### config.mk
export PLATFORM = sky130hd
export DESIGN_NAME = okl_mat3
export DESIGN_NICKNAME = d
export VERILOG_FILES = /design/src/hw/rtl/okl_pkg.sv /design/src/hw/rtl/okl_mat3.sv
export SDC_FILE = /design/constraint.sdc
export NUM_CORES = 2
export LEC_CHECK = 0
export CORE_MARGIN = 4
export CORE_UTILIZATION = 31
export DETAILED_ROUTE_END_ITERATION = 16
export DONT_BUFFER_PORTS = 1
export PLACE_DENSITY = 0.42
export SYNTH_ARGS = -nofsm -noshare
export SYNTH_HDL_FRONTEND = slang
export SYNTH_SLANG_ARGS = --single-unit
### constraint.sdc
create_clock -name clock -period 8.77 [get_ports clock]
set_clock_uncertainty 0.1 [all_clocks]
set_input_delay 0.4385 -clock clock [delete_from_list [all_inputs] [get_ports clock]]
set_output_delay 0.4385 -clock clock [all_outputs]
set_load 0.005 [all_outputs]
### src/hw/rtl/okl_pkg.sv
// Shared types, constants and helpers for the Oklab colour blend pipeline.
// The sRGB decode table is built at elaboration. No dependencies.
package okl_pkg;

   localparam int LIN_W       = 17;
   localparam int COEF_W      = 20;
   localparam int CBRT_W      = 17;
   localparam int CBRT_STAGES = CBRT_W;
   localparam int MAT_LAT     = 2;

   typedef struct packed {
      logic [7:0]  start_red;
      logic [7:0]  start_green;
      logic [7:0]  start_blue;
      logic [7:0]  start_alpha;
      logic [7:0]  end_red;
      logic [7:0]  end_green;
      logic [7:0]  end_blue;
      logic [7:0]  end_alpha;
      logic [16:0] weight;
   } req_type;

   typedef struct packed {
      logic [7:0] mix_red;
      logic [7:0] mix_green;
      logic [7:0] mix_blue;
      logic [7:0] mix_alpha;
   } rsp_type;

   typedef logic signed [COEF_W-1:0] mat_type [3][3];
   typedef logic [LIN_W-1:0] dec_rom_type [256];

   localparam mat_type LIN_TO_LMS = '{
      '{20'sd27015, 20'sd35149, 20'sd3372},
      '{20'sd13887, 20'sd44610, 20'sd7039},
      '{20'sd5787,  20'sd18463, 20'sd41286}};
   localparam mat_type LMS_TO_LAB = '{
      '{20'sd13792,  20'sd52011,   -20'sd267},
      '{20'sd129630, -20'sd159160, 20'sd29530},
      '{20'sd1698,   20'sd51300,   -20'sd52998}};
   localparam mat_type LAB_TO_LMS = '{
      '{20'sd65536, 20'sd25974, 20'sd14143},
      '{20'sd65536, -20'sd6918, -20'sd4185},
      '{20'sd65536, -20'sd5864, -20'sd84639}};
   localparam mat_type LMS_TO_LIN = '{
      '{20'sd267173,  -20'sd216774, 20'sd15137},
      '{-20'sd83128,  20'sd171033,  -20'sd22369},
      '{-20'sd275,    -20'sd46099,  20'sd111910}};

   // round to nearest, ties away from zero
   function automatic logic signed [63:0] round_shift(input logic signed [63:0] v,
                                                      input int unsigned n);
      logic signed [63:0] half;
      half = 64'sd1 <<< (n - 1);
      if (v >= 0) begin
         return (v + half) >>> n;
      end
      return -((-v + half) >>> n);
   endfunction

   function automatic longint unsigned pow5_q30(input longint unsigned r);
      longint unsigned p;
      p = r;
      for (int i = 0; i < 4; i++) begin
         p = (p * r) >> 30;
      end
      return p;
   endfunction

   function automatic dec_rom_type build_decode_rom();
      dec_rom_type    rom;
      longint unsigned x;
      longint unsigned x2;
      longint unsigned r;
      longint unsigned cand;
      longint unsigned y;
      longint unsigned kk;
      for (int k = 0; k < 256; k++) begin
         kk = longint'(k);
         if (k <= 10) begin
            rom[k] = LIN_W'((kk * 64'd6553600 + 64'd164730) / 64'd329460);
         end else begin
            x  = ((64'd1000 * kk + 64'd14025) << 30) / 64'd269025;
            x2 = (x * x) >> 30;
            r  = 0;
            for (int b = 30; b >= 0; b--) begin
               cand = r | (64'd1 << b);
               if (cand <= (64'd1 << 30) && pow5_q30(cand) <= x2) begin
                  r = cand;
               end
            end
            y      = (x2 * r) >> 30;
            rom[k] = LIN_W'((y + 64'd8192) >> 14);
         end
      end
      return rom;
   endfunction

   localparam dec_rom_type DECODE_ROM = build_decode_rom();

endpackage

### src/hw/rtl/okl_mat3.sv
// Pipelined 3x3 fixed-point matrix: products, then row sums rounded to Q16.
// Depends on okl_pkg.
module okl_mat3 #(
   parameter int IN_W  = 18,
   parameter int OUT_W = 18,
   parameter okl_pkg::mat_type COEF = okl_pkg::LIN_TO_LMS
) (
   input  logic                    clock,
   input  logic signed [IN_W-1:0]  vec_i [3],
   output logic signed [OUT_W-1:0] vec_o [3]
);
   import okl_pkg::*;

   localparam int PROD_W = IN_W + COEF_W;
   localparam int SUM_W  = PROD_W + 2;

   logic signed [PROD_W-1:0] prod_ff [3][3];
   logic signed [OUT_W-1:0]  out_ff  [3];
   logic signed [OUT_W-1:0]  out_in  [3];
   logic signed [SUM_W-1:0]  sum     [3];
   logic signed [63:0]       rnd     [3];

   always_ff @(posedge clock) begin
      for (int i = 0; i < 3; i++) begin
         for (int j = 0; j < 3; j++) begin
            prod_ff[i][j] <= PROD_W'(vec_i[j]) * PROD_W'(COEF[i][j]);
         end
      end
   end

   always_comb begin
      for (int i = 0; i < 3; i++) begin
         sum[i]    = SUM_W'(prod_ff[i][0]) + SUM_W'(prod_ff[i][1]) + SUM_W'(prod_ff[i][2]);
         rnd[i]    = round_shift(64'(sum[i]), 16);
         out_in[i] = rnd[i][OUT_W-1:0];
      end
   end

   always_ff @(posedge clock) begin
      out_ff <= out_in;
   end

   assign vec_o = out_ff;

endmodule

==> metrics.cfg <==
[placement]
place_congestion=0.873
hpwl_um=165000
port_buffers=0

[grt]
overflow=0
track_usage_pct=18.7
grt_pass1_wl_um=297000
grt_max_degree=73
grt_pass1_vias=47200
antenna_found_initial=18

[sta]
tns_ns=0
drv_slew=0
rsz0062_at_grt=false
setup_viol=0
slew_headroom_pct=25.9
period_share_pct=80.0
max_freq_mhz=143
min_period_ns=7.01
worstMarginPinSlew_ns=1.10
hold_viol=0

[clock_network]
cts-root-buf=clkbuf_16
post_cts_buffers=0
clkSinkCount=338
cts_max_level=2
clk_pin_slew_worst_paths_ns=0.06
cts_tree=done
clk_latency_ns=0.69
postCtsHoldBufs=11
postCtsResizedCells=0
cts_buffer_depth=3
cts_buffers=50

[synth]
synthFlopType=dfxtp_1
yosysSeqAreaShare_pct=10.9
syn_inst=6600
synth_seq_cells=338
synth_area_leader_cell=fa_1
ys_top_cells_by_area=fa_1 (30%), ha_1 (21%), dfxtp_1 (11%)
synth-edff-count=0
synth_top_family_by_area=adder cells
synthSimpleGateAreaFrac_pct=9.12
syn-num-nets=8635
yosysWarnings=0
yosysTopAreaCellShare_pct=30.4
synthAdderAreaFrac_pct=51.3
syn_area_per_cell_um2=9.42
synth_area_um2=62200
synthArstFlopShare_pct=0
synthXorXnorAreaFrac_pct=6.58
synth_cell_types=123
synth.mux.area_fraction_pct=0.791
synth_compound_area_share_pct=11.7

[drt]
wl_um=193000
avgRoutedWirePerCell_um=20.7
drtPass1Iterations=6
postRouteAntennaNets=0
dr.first_iter.drc_count=2208
viasPerCell=4.76
dr_wl_met2_um=92600
vias=44300
drc=0
wl_met3_um=5730
wl_met1_um=90200
routed.top_layer=met5

[critical_path]
path_class=flop to flop
required_ns=9.27
end_kind=flop
arrival_ns=7.52
cp-start-kind=flop
cp_common_cell=inv_1
crit_slowest_cell=or4_1
cp_max_fo=10
path_cells=inv_1 -> fa_1 -> inv_1 -> ha_1 -> fa_1 -> a211oi_1 -> o211ai_1 -> a211o_1 -> a21oi_2 -> o21bai_1 -> xor2_1 -> ha_1 -> inv_1 -> o21bai_2 -> nand4_1 -> or4_1 -> xnor2_1 -> or4b_1 -> or4_1 -> o211ai_1 -> xor2_1
critical-path-max-stage-delay_ns=0.61

[run_status]
status=finished, final reports clean

[floorplanning]
core-area_um2=200000
die_w_um=456
ios=109
fp-row-count=164
die-area_um2=208000
initial_core_util_pct=31.1
die_h_um=456

[run]
drv_cap=0

[layout]
drive_above_1_share_pct=3.41
area_growth_pct=7.84
num-nets-final=8629

[worst_hold_path]
hp-class=input pin to flop

## kinds of logic (layout without fill, tap and decap cells)
family                     Yosys count  after routing
other                                0              9
adders and majority gates         1982           1982
muxes                               48             48
AOI/OAI and AO/OA                 1095           1095
DFF                                338            338
and+or+nand+nor                   1099           1099
xor gates and xnor gates           466            466
buffers and inverters             1572           1607
## synth_stat cells (33+ instances only)
| library cell | instances |
|---|---|
| a211oi_1 | 35 |
| a21o_1 | 110 |
| a21oi_1 | 334 |
| a31oi_1 | 54 |
| and2_1 | 38 |
| and3_1 | 56 |
| clkbuf_1 | 56 |
| dfxtp_1 | 338 |
| fa_1 | 945 |
| ha_1 | 1035 |
| inv_1 | 1486 |
| mux2i_1 | 39 |
| nand2_1 | 214 |
| nand2b_1 | 37 |
| nand3_1 | 101 |
| nor2_1 | 273 |
| nor2b_1 | 44 |
| nor3_1 | 120 |
| o21a_1 | 40 |
| o21ai_0 | 163 |
| o21bai_1 | 50 |
| or3_1 | 33 |
| xnor2_1 | 358 |
| xor2_1 | 107 |
## routing by layer
layer  track usage (%)  vias up
met5                 0        -
met4              4.02        2
met3              1.67      132
met2              32.0      606
met1              25.6    21900
li1                  -    21600
## worst max-delay path: cells and delay by family (launching register included)
kind	cells	cell delay (ns)
compound gates	7	1.89
simple gates	4	1.87
fa+ha+maj	4	1.52
xor+xnor	3	0.89
flops	1	0.42
buf+inv	3	0.22
## flip-flops by register name (all words and copies together), names as in the netlist
| register | cells |
|---|---|
| vec_o | 54 |
| prod_ff | 284 |
## final timing paths
| check | startpoint | endpoint | slack [ns] | depth (start not counted) |
|---|---|---|---|---|
| hold reg to reg | prod_ff[1][70] | vec_o[35] | 0.85 | 4 |
| setup reg to reg | prod_ff[1][1] | vec_o[34] | 1.76 | 21 |
| hold / removal | vec_i[19] | prod_ff[1][45] | 0.06 | 2 |
| setup / recovery | prod_ff[1][1] | vec_o[34] | 1.76 | 21 |
## cells in the final DEF, fill, tap and decap left out, types with 35 or more instances in the layout
master     Yosys  layout
and2_1        38      38
xor2_1       107     107
and3_1        56      56
o21ai_0      163     163
mux2i_1       39      39
a21oi_1      334     334
nand3_1      101     101
nand2b_1      37      37
clkbuf_16      0      50
inv_1       1486    1485
o21bai_1      50      50
nand2_1      214     214
o21a_1        40      40
nor3_1       120     120
a211oi_1      35      35
a21o_1       110     110
xnor2_1      358     358
fa_1         945     945
ha_1        1035    1035
nor2_1       273     273
a31oi_1       54      53
dfxtp_1      338     338
nor2b_1       44      44
## per-stage QoR
step | worst slack (ns) | utilization, % | hold slack, ns | cells | instance area (um2)
final | 1.76 | 33.6 | 0.0649 | 9300 | 67100
after floorplan | 1.93 | - | 0.366 | 6600 | 62200
after detailed placement | 1.58 | 32.7 | 0.373 | 9187 | 65200
after CTS | 1.75 | 33.6 | 0.00337 | 9291 | 67000
after global placement | 1.60 | 32.7 | 0.372 | 9187 | 65200
after global routing | 1.38 | 33.6 | 0.0461 | 9292 | 67000
## area by class of cell
cell class / instances / area [um2]
Fill cell: 20700 / 133000
Multi-Input combinational cell: 4690 / 49400
Sequential cell: 338 / 6770
Inverter: 1490 / 5590
Tap cell: 2656 / 3320
Clock buffer: 66 / 1400
Clock inverter: 27 / 337
Timing Repair Buffer: 24 / 208
Antenna cell: 9 / 22.5
Power is not shown: default switching activity piles up to over one toggle a cycle in this logic, so the estimate is an artifact.
