$ cat config.mk
export PLATFORM = sky130hd
export DESIGN_NAME = okl_cbrt
export DESIGN_NICKNAME = d
export VERILOG_FILES = /design/src/hw/rtl/okl_pkg.sv /design/src/hw/rtl/okl_cbrt.sv
export SDC_FILE = /design/constraint.sdc
export NUM_CORES = 2
export LEC_CHECK = 0
export ABC_AREA = 1
export BUFFER_PORTS_ARGS = -buffer_cell sky130_fd_sc_hd__buf_4
export CAP_MARGIN = 20
export CORE_MARGIN = 2
export CORE_UTILIZATION = 35
export DETAILED_ROUTE_END_ITERATION = 8
export PLACE_DENSITY = 0.56
export SYNTH_ARGS = -nofsm -noshare
export SYNTH_HDL_FRONTEND = slang
export SYNTH_SLANG_ARGS = --single-unit
$ cat constraint.sdc
create_clock -name clock -period 11.83 [get_ports clock]
set_input_delay 0.5915 -clock clock [delete_from_list [all_inputs] [get_ports clock]]
set_output_delay 0.5915 -clock clock [all_outputs]
set_load 0.01 [all_outputs]
$ cat src/hw/rtl/okl_pkg.sv
// Shared types, constants and helpers for the Oklab colour blend pipeline.
// The sRGB decode table is built at elaboration. No dependencies.
package okl_pkg;

   localparam int LIN_W       = 17;
   localparam int COEF_W      = 20;
   localparam int CBRT_W      = 17;
   localparam int CBRT_STAGES = CBRT_W;
   localparam int MAT_LAT     = 2;

   typedef struct packed {
      logic [7:0]  start_red;
      logic [7:0]  start_green;
      logic [7:0]  start_blue;
      logic [7:0]  start_alpha;
      logic [7:0]  end_red;
      logic [7:0]  end_green;
      logic [7:0]  end_blue;
      logic [7:0]  end_alpha;
      logic [16:0] weight;
   } req_type;

   typedef struct packed {
      logic [7:0] mix_red;
      logic [7:0] mix_green;
      logic [7:0] mix_blue;
      logic [7:0] mix_alpha;
   } rsp_type;

   typedef logic signed [COEF_W-1:0] mat_type [3][3];
   typedef logic [LIN_W-1:0] dec_rom_type [256];

   localparam mat_type LIN_TO_LMS = '{
      '{20'sd27015, 20'sd35149, 20'sd3372},
      '{20'sd13887, 20'sd44610, 20'sd7039},
      '{20'sd5787,  20'sd18463, 20'sd41286}};
   localparam mat_type LMS_TO_LAB = '{
      '{20'sd13792,  20'sd52011,   -20'sd267},
      '{20'sd129630, -20'sd159160, 20'sd29530},
      '{20'sd1698,   20'sd51300,   -20'sd52998}};
   localparam mat_type LAB_TO_LMS = '{
      '{20'sd65536, 20'sd25974, 20'sd14143},
      '{20'sd65536, -20'sd6918, -20'sd4185},
      '{20'sd65536, -20'sd5864, -20'sd84639}};
   localparam mat_type LMS_TO_LIN = '{
      '{20'sd267173,  -20'sd216774, 20'sd15137},
      '{-20'sd83128,  20'sd171033,  -20'sd22369},
      '{-20'sd275,    -20'sd46099,  20'sd111910}};

   // round to nearest, ties away from zero
   function automatic logic signed [63:0] round_shift(input logic signed [63:0] v,
                                                      input int unsigned n);
      logic signed [63:0] half;
      half = 64'sd1 <<< (n - 1);
      if (v >= 0) begin
         return (v + half) >>> n;
      end
      return -((-v + half) >>> n);
   endfunction

   function automatic longint unsigned pow5_q30(input longint unsigned r);
      longint unsigned p;
      p = r;
      for (int i = 0; i < 4; i++) begin
         p = (p * r) >> 30;
      end
      return p;
   endfunction

   function automatic dec_rom_type build_decode_rom();
      dec_rom_type    rom;
      longint unsigned x;
      longint unsigned x2;
      longint unsigned r;
      longint unsigned cand;
      longint unsigned y;
      longint unsigned kk;
      for (int k = 0; k < 256; k++) begin
         kk = longint'(k);
         if (k <= 10) begin
            rom[k] = LIN_W'((kk * 64'd6553600 + 64'd164730) / 64'd329460);
         end else begin
            x  = ((64'd1000 * kk + 64'd14025) << 30) / 64'd269025;
            x2 = (x * x) >> 30;
            r  = 0;
            for (int b = 30; b >= 0; b--) begin
               cand = r | (64'd1 << b);
               if (cand <= (64'd1 << 30) && pow5_q30(cand) <= x2) begin
                  r = cand;
               end
            end
            y      = (x2 * r) >> 30;
            rom[k] = LIN_W'((y + 64'd8192) >> 14);
         end
      end
      return rom;
   endfunction

   localparam dec_rom_type DECODE_ROM = build_decode_rom();

endpackage

$ cat src/hw/rtl/okl_cbrt.sv
// Floor cube root in Q16, one result bit per stage. Square and cube of the
// partial root are carried along, so each stage needs shifts and adds only.
// Depends on okl_pkg.
module okl_cbrt (
   input  logic              clock,
   input  logic [okl_pkg::CBRT_W-1:0] v_i,
   output logic [okl_pkg::CBRT_W-1:0] c_o
);
   import okl_pkg::*;

   localparam int C2_W = 2 * CBRT_W;
   localparam int C3_W = 3 * CBRT_W;

   logic [CBRT_W-1:0] v_ff  [CBRT_STAGES];
   logic [CBRT_W-1:0] c_ff  [CBRT_STAGES];
   logic [C2_W-1:0]   c2_ff [CBRT_STAGES];
   logic [C3_W-1:0]   c3_ff [CBRT_STAGES];

   for (genvar s = 0; s < CBRT_STAGES; s++) begin : g_stage
      localparam int B = CBRT_W - 1 - s;
      logic [CBRT_W-1:0] v_p;
      logic [CBRT_W-1:0] c_p;
      logic [C2_W-1:0]   c2_p;
      logic [C3_W-1:0]   c3_p;
      logic [C3_W-1:0]   cand3;
      logic [C3_W-1:0]   target;
      logic              take;

      if (s == 0) begin : g_first
         assign v_p  = v_i;
         assign c_p  = '0;
         assign c2_p = '0;
         assign c3_p = '0;
      end else begin : g_next
         assign v_p  = v_ff[s-1];
         assign c_p  = c_ff[s-1];
         assign c2_p = c2_ff[s-1];
         assign c3_p = c3_ff[s-1];
      end

      // (c + 2^B)^3 = c^3 + 3c^2 2^B + 3c 2^2B + 2^3B
      assign cand3  = c3_p + ((C3_W'(c2_p) * 3) << B) + ((C3_W'(c_p) * 3) << (2 * B))
                      + (C3_W'(1) << (3 * B));
      assign target = C3_W'({v_p, 32'd0});
      assign take   = cand3 <= target;

      always_ff @(posedge clock) begin
         v_ff[s] <= v_p;
         if (take) begin
            c_ff[s]  <= c_p | (CBRT_W'(1) << B);
            c2_ff[s] <= c2_p + (C2_W'(c_p) << (B + 1)) + (C2_W'(1) << (2 * B));
            c3_ff[s] <= cand3;
         end else begin
            c_ff[s]  <= c_p;
            c2_ff[s] <= c2_p;
            c3_ff[s] <= c3_p;
         end
      end
   end

   assign c_o = c_ff[CBRT_STAGES-1];

endmodule

==> impl_summary.log <==
[metrics] final count of pins violating max slew: 0
[metrics] via density per instance: 5.04
[metrics] met3 track utilization from global routing: 0.0212
[metrics] Non-Filler Instances: 13719
[metrics] highest-delay cell along the critical path: sky130_fd_sc_hd__nand2_4
[metrics] Max clock buf depth: 3
[metrics] worst slew pin tran: 1.06 ns
[metrics] number of nets in the finished design: 12190
[metrics] WHS Endpoint: v_ff[0][130]
[metrics] gate count after technology mapping: 10537
[metrics] Remaining Overflow, GRT: 0
[metrics] total negative setup slack: 0 ns
[metrics] final cycle utilization of the critical path: 0.726
[metrics] Critical Path Start Type: flip-flop
[metrics] largest net degree at the start of global routing: 76
[metrics] setup slack of the most critical reg-to-reg path: 3.25 ns
[metrics] Die ar.: 0.234 mm^2
[metrics] number of vias after detailed routing: 69193
[metrics] antenna violations before repair: 5
[metrics] number of stages on the worst hold path: 0
[metrics] # placed instances: 13460
[metrics] Floorplan Core Area: 0.229 mm^2
[metrics] Post-synth EDFFs: 0
[metrics] count of unique library cells instantiated by Yosys: 62
[metrics] number of top-level design ports: 35
[metrics] number of design-rule violations left by the first detailed-router iteration: 3548
[metrics] overall routing resource usage: 0.207
[metrics] standard-cell row count: 176
[metrics] Worst R2R Path Depth: 35
[metrics] initial standard-cell utilization of the core: 0.351
[metrics] first-pass GRT wire length: 385000 um
[metrics] end of the worst register-to-register path: c3_ff[15][6]
[metrics] GR peak layer: met2
[metrics] clock latency on the worst-skew pair: 0.82 ns
[metrics] Max-Slew Margin vs Limit: 0.293
[metrics] area of all sequential standard cells: 0.0210 mm^2
[metrics] max incr delay on CP: 0.74 ns
[metrics] clock sink count: 1051
[metrics] first drt pass iteration count: 8
[metrics] highest attainable clock frequency: 0.116 GHz
[metrics] WS Path Type: flip-flop to flip-flop
[metrics] arrival time of data at the critical path endpoint: 9.28 ns
[metrics] TritonCTS buffer count: 131
[metrics] setup repair after global routing missed its margin: false
[metrics] proportion of layout cells with a drive suffix above 1: 0.0325
[metrics] clock skew after layout: 0.0422 ns
[metrics] met2 GRT Util: 0.371
[metrics] remaining design rule violation count: 0
[metrics] commonest cells after routing, fill and taps aside: 2568 x sky130_fd_sc_hd__nand2_1, 1385 x sky130_fd_sc_hd__ha_1, 1231 x sky130_fd_sc_hd__inv_1
[metrics] most repeated library cell on the critical path: sky130_fd_sc_hd__nand2_1
[metrics] number of port buffers: 34
[metrics] commonest non-fill, non-tap cell in the layout: sky130_fd_sc_hd__nand2_1
[metrics] Antenna Nets Post-Route: 0
[metrics] combined area of the multi-input logic cells: 0.0541 mm^2
[metrics] class of the most critical hold timing path: flip-flop to flip-flop
[metrics] Die Height: 484 um
[metrics] average footprint of a synthesized cell: 7.65 um^2
[metrics] endpoint kind of the worst setup timing path: flip-flop
[metrics] HPWL reported at the end of detailed placement: 206000 um
[metrics] data required time at the worst endpoint: 12.53 ns
[metrics] net count of the mapped netlist: 12143
[metrics] result of the run: finished, final reports clean
[metrics] Die W: 484 um
[metrics] deepest level of the CTS H-tree: 4
[metrics] sequential element share of the synthesized area: 0.261
[metrics] Yosys reg bits: 1051
[metrics] global-route track usage on met1: 0.253
[metrics] maximum fanout along the worst path: 75
[metrics] Top FF cell, synth: sky130_fd_sc_hd__dfxtp_1
[metrics] clock period minus worst slack: 8.58 ns
[metrics] Reg clk slew, reported paths: 0.06 ns
[metrics] routed wire length per instance: 18.1 um
[metrics] final core area utilization: 0.388
[metrics] # setup viols final: 0
[metrics] count of max-cap constraint violations: 0
[metrics] mapped cell area: 0.0806 mm^2
[metrics] fill count: 23704
[metrics] wire length reported by the detailed router: 248000 um
[metrics] vias in the first global route: 70333
[metrics] signed area change from the synthesized netlist to the final layout: 10.5%
[metrics] count of final hold-check violations: 0
[metrics] share of flip-flops with an asynchronous set or reset: 0
[metrics] Worst Hold Launch: v_ff[0][113]
[metrics] gpl congestion: 0.965
[metrics] root buffer cell: sky130_fd_sc_hd__clkbuf_16
[metrics] r2r startpoint: c3_ff[14][6]
[metrics] YS warnings: 0
[metrics] clock tree from TritonCTS: yes
[cell type report]
class	count	share of cell area
clock buffer	165	0.0408
timing repair buffer	85	0.00764
inverter	1238	0.0522
multi-input combinational	8077	0.608
clock inverter	74	0.0126
tap	3026	0.0425
sequential	1051	0.236
antenna	3	0.0000843
[sequential cells by signal (all words and copies together) (netlist names)]
signal	count
c2_ff	246
c3_ff	396
c_ff	137
v_ff	272
[synthesized netlist by cell type, types with 9 or more instances]
cell type	instances	area [um^2]
sky130_fd_sc_hd__nor3_1	72	360
sky130_fd_sc_hd__xnor2_1	261	2290
sky130_fd_sc_hd__a211oi_1	23	173
sky130_fd_sc_hd__nand3_1	705	3530
sky130_fd_sc_hd__dfxtp_1	1051	21000
sky130_fd_sc_hd__o2111ai_1	12	105
sky130_fd_sc_hd__o211ai_1	22	165
sky130_fd_sc_hd__o21ai_0	386	1930
sky130_fd_sc_hd__buf_2	68	340
sky130_fd_sc_hd__o21bai_1	64	480
sky130_fd_sc_hd__o21ai_1	18	90.1
sky130_fd_sc_hd__nor4_1	35	219
sky130_fd_sc_hd__nand3b_1	15	113
sky130_fd_sc_hd__nand4_1	131	820
sky130_fd_sc_hd__inv_1	1231	4620
sky130_fd_sc_hd__o21a_1	26	195
sky130_fd_sc_hd__ha_1	1385	17300
sky130_fd_sc_hd__a21o_1	66	495
sky130_fd_sc_hd__xor2_1	516	4520
sky130_fd_sc_hd__nor2_1	586	2200
sky130_fd_sc_hd__fa_1	203	4060
sky130_fd_sc_hd__nand2_1	2572	9650
sky130_fd_sc_hd__clkbuf_1	77	289
sky130_fd_sc_hd__a21oi_1	798	3990
sky130_fd_sc_hd__a31oi_1	50	313
sky130_fd_sc_hd__a21boi_0	25	188
sky130_fd_sc_hd__buf_4	15	113
sky130_fd_sc_hd__or2_2	9	56.3
[metrics by stage]
stage	setup WS [ns]	hold slack (ns)	cell area, um^2
2_1_floorplan	5.65	0.331	80600
4_1_cts	3.30	0.339	89000
5_1_grt	2.47	0.348	89000
3_3_place_gp	3.27	0.341	84100
6_report	3.25	0.342	89000
3_5_place_dp	3.33	0.338	84100
[how the worst max path moves through the flow]
stage,start,to,slack (ns)
floorplan,c3_ff[14][6],c3_ff[15][39],5.65
global placement,c3_ff[14][6],c3_ff[15][6],3.27
detailed placement,c3_ff[14][6],c3_ff[15][6],3.33
finish,c3_ff[14][6],c3_ff[15][6],3.25
global route,c3_ff[14][6],c3_ff[15][6],2.47
CTS,c3_ff[14][6],c3_ff[15][50],3.30
[critical path, delay by kind of cell (launching register included)]
family | cells | cell delay, ns
AOI/OAI and AO/OA | 10 | 2.38
xor gates and xnor gates | 2 | 0.42
and+or+nand+nor | 14 | 2.08
buffers and inverters | 3 | 0.79
adders and majority gates | 6 | 2.18
DFF | 1 | 0.52
[logic make-up after synthesis]
logic type               Yosys count  share of synthesized area
AND/OR/NAND/NOR                 4168                      0.214
flip-flops                      1051                      0.261
AO/OA/AOI/OAI                   1543                      0.107
adder cells (fa/ha/maj)         1588                      0.266
other                              1                  0.0000466
buffers and inverters           1409                     0.0679
XOR/XNOR                         777                     0.0845
[routing by layer]
layer	vias up	wire length, um
met5	-	0
met4	0	9480
met3	415	8520
met2	1382	122000
met1	32433	108000
li1	34963	-
[timing repair]
item                      in CTS  in global routing
hold endpoints to repair      18                  0
resized for setup              0                  0
hold buffers                  17                  0
buffers inserted               0                  0
Power is not shown: default switching activity piles up to over one toggle a cycle in this logic, so the estimate is an artifact.
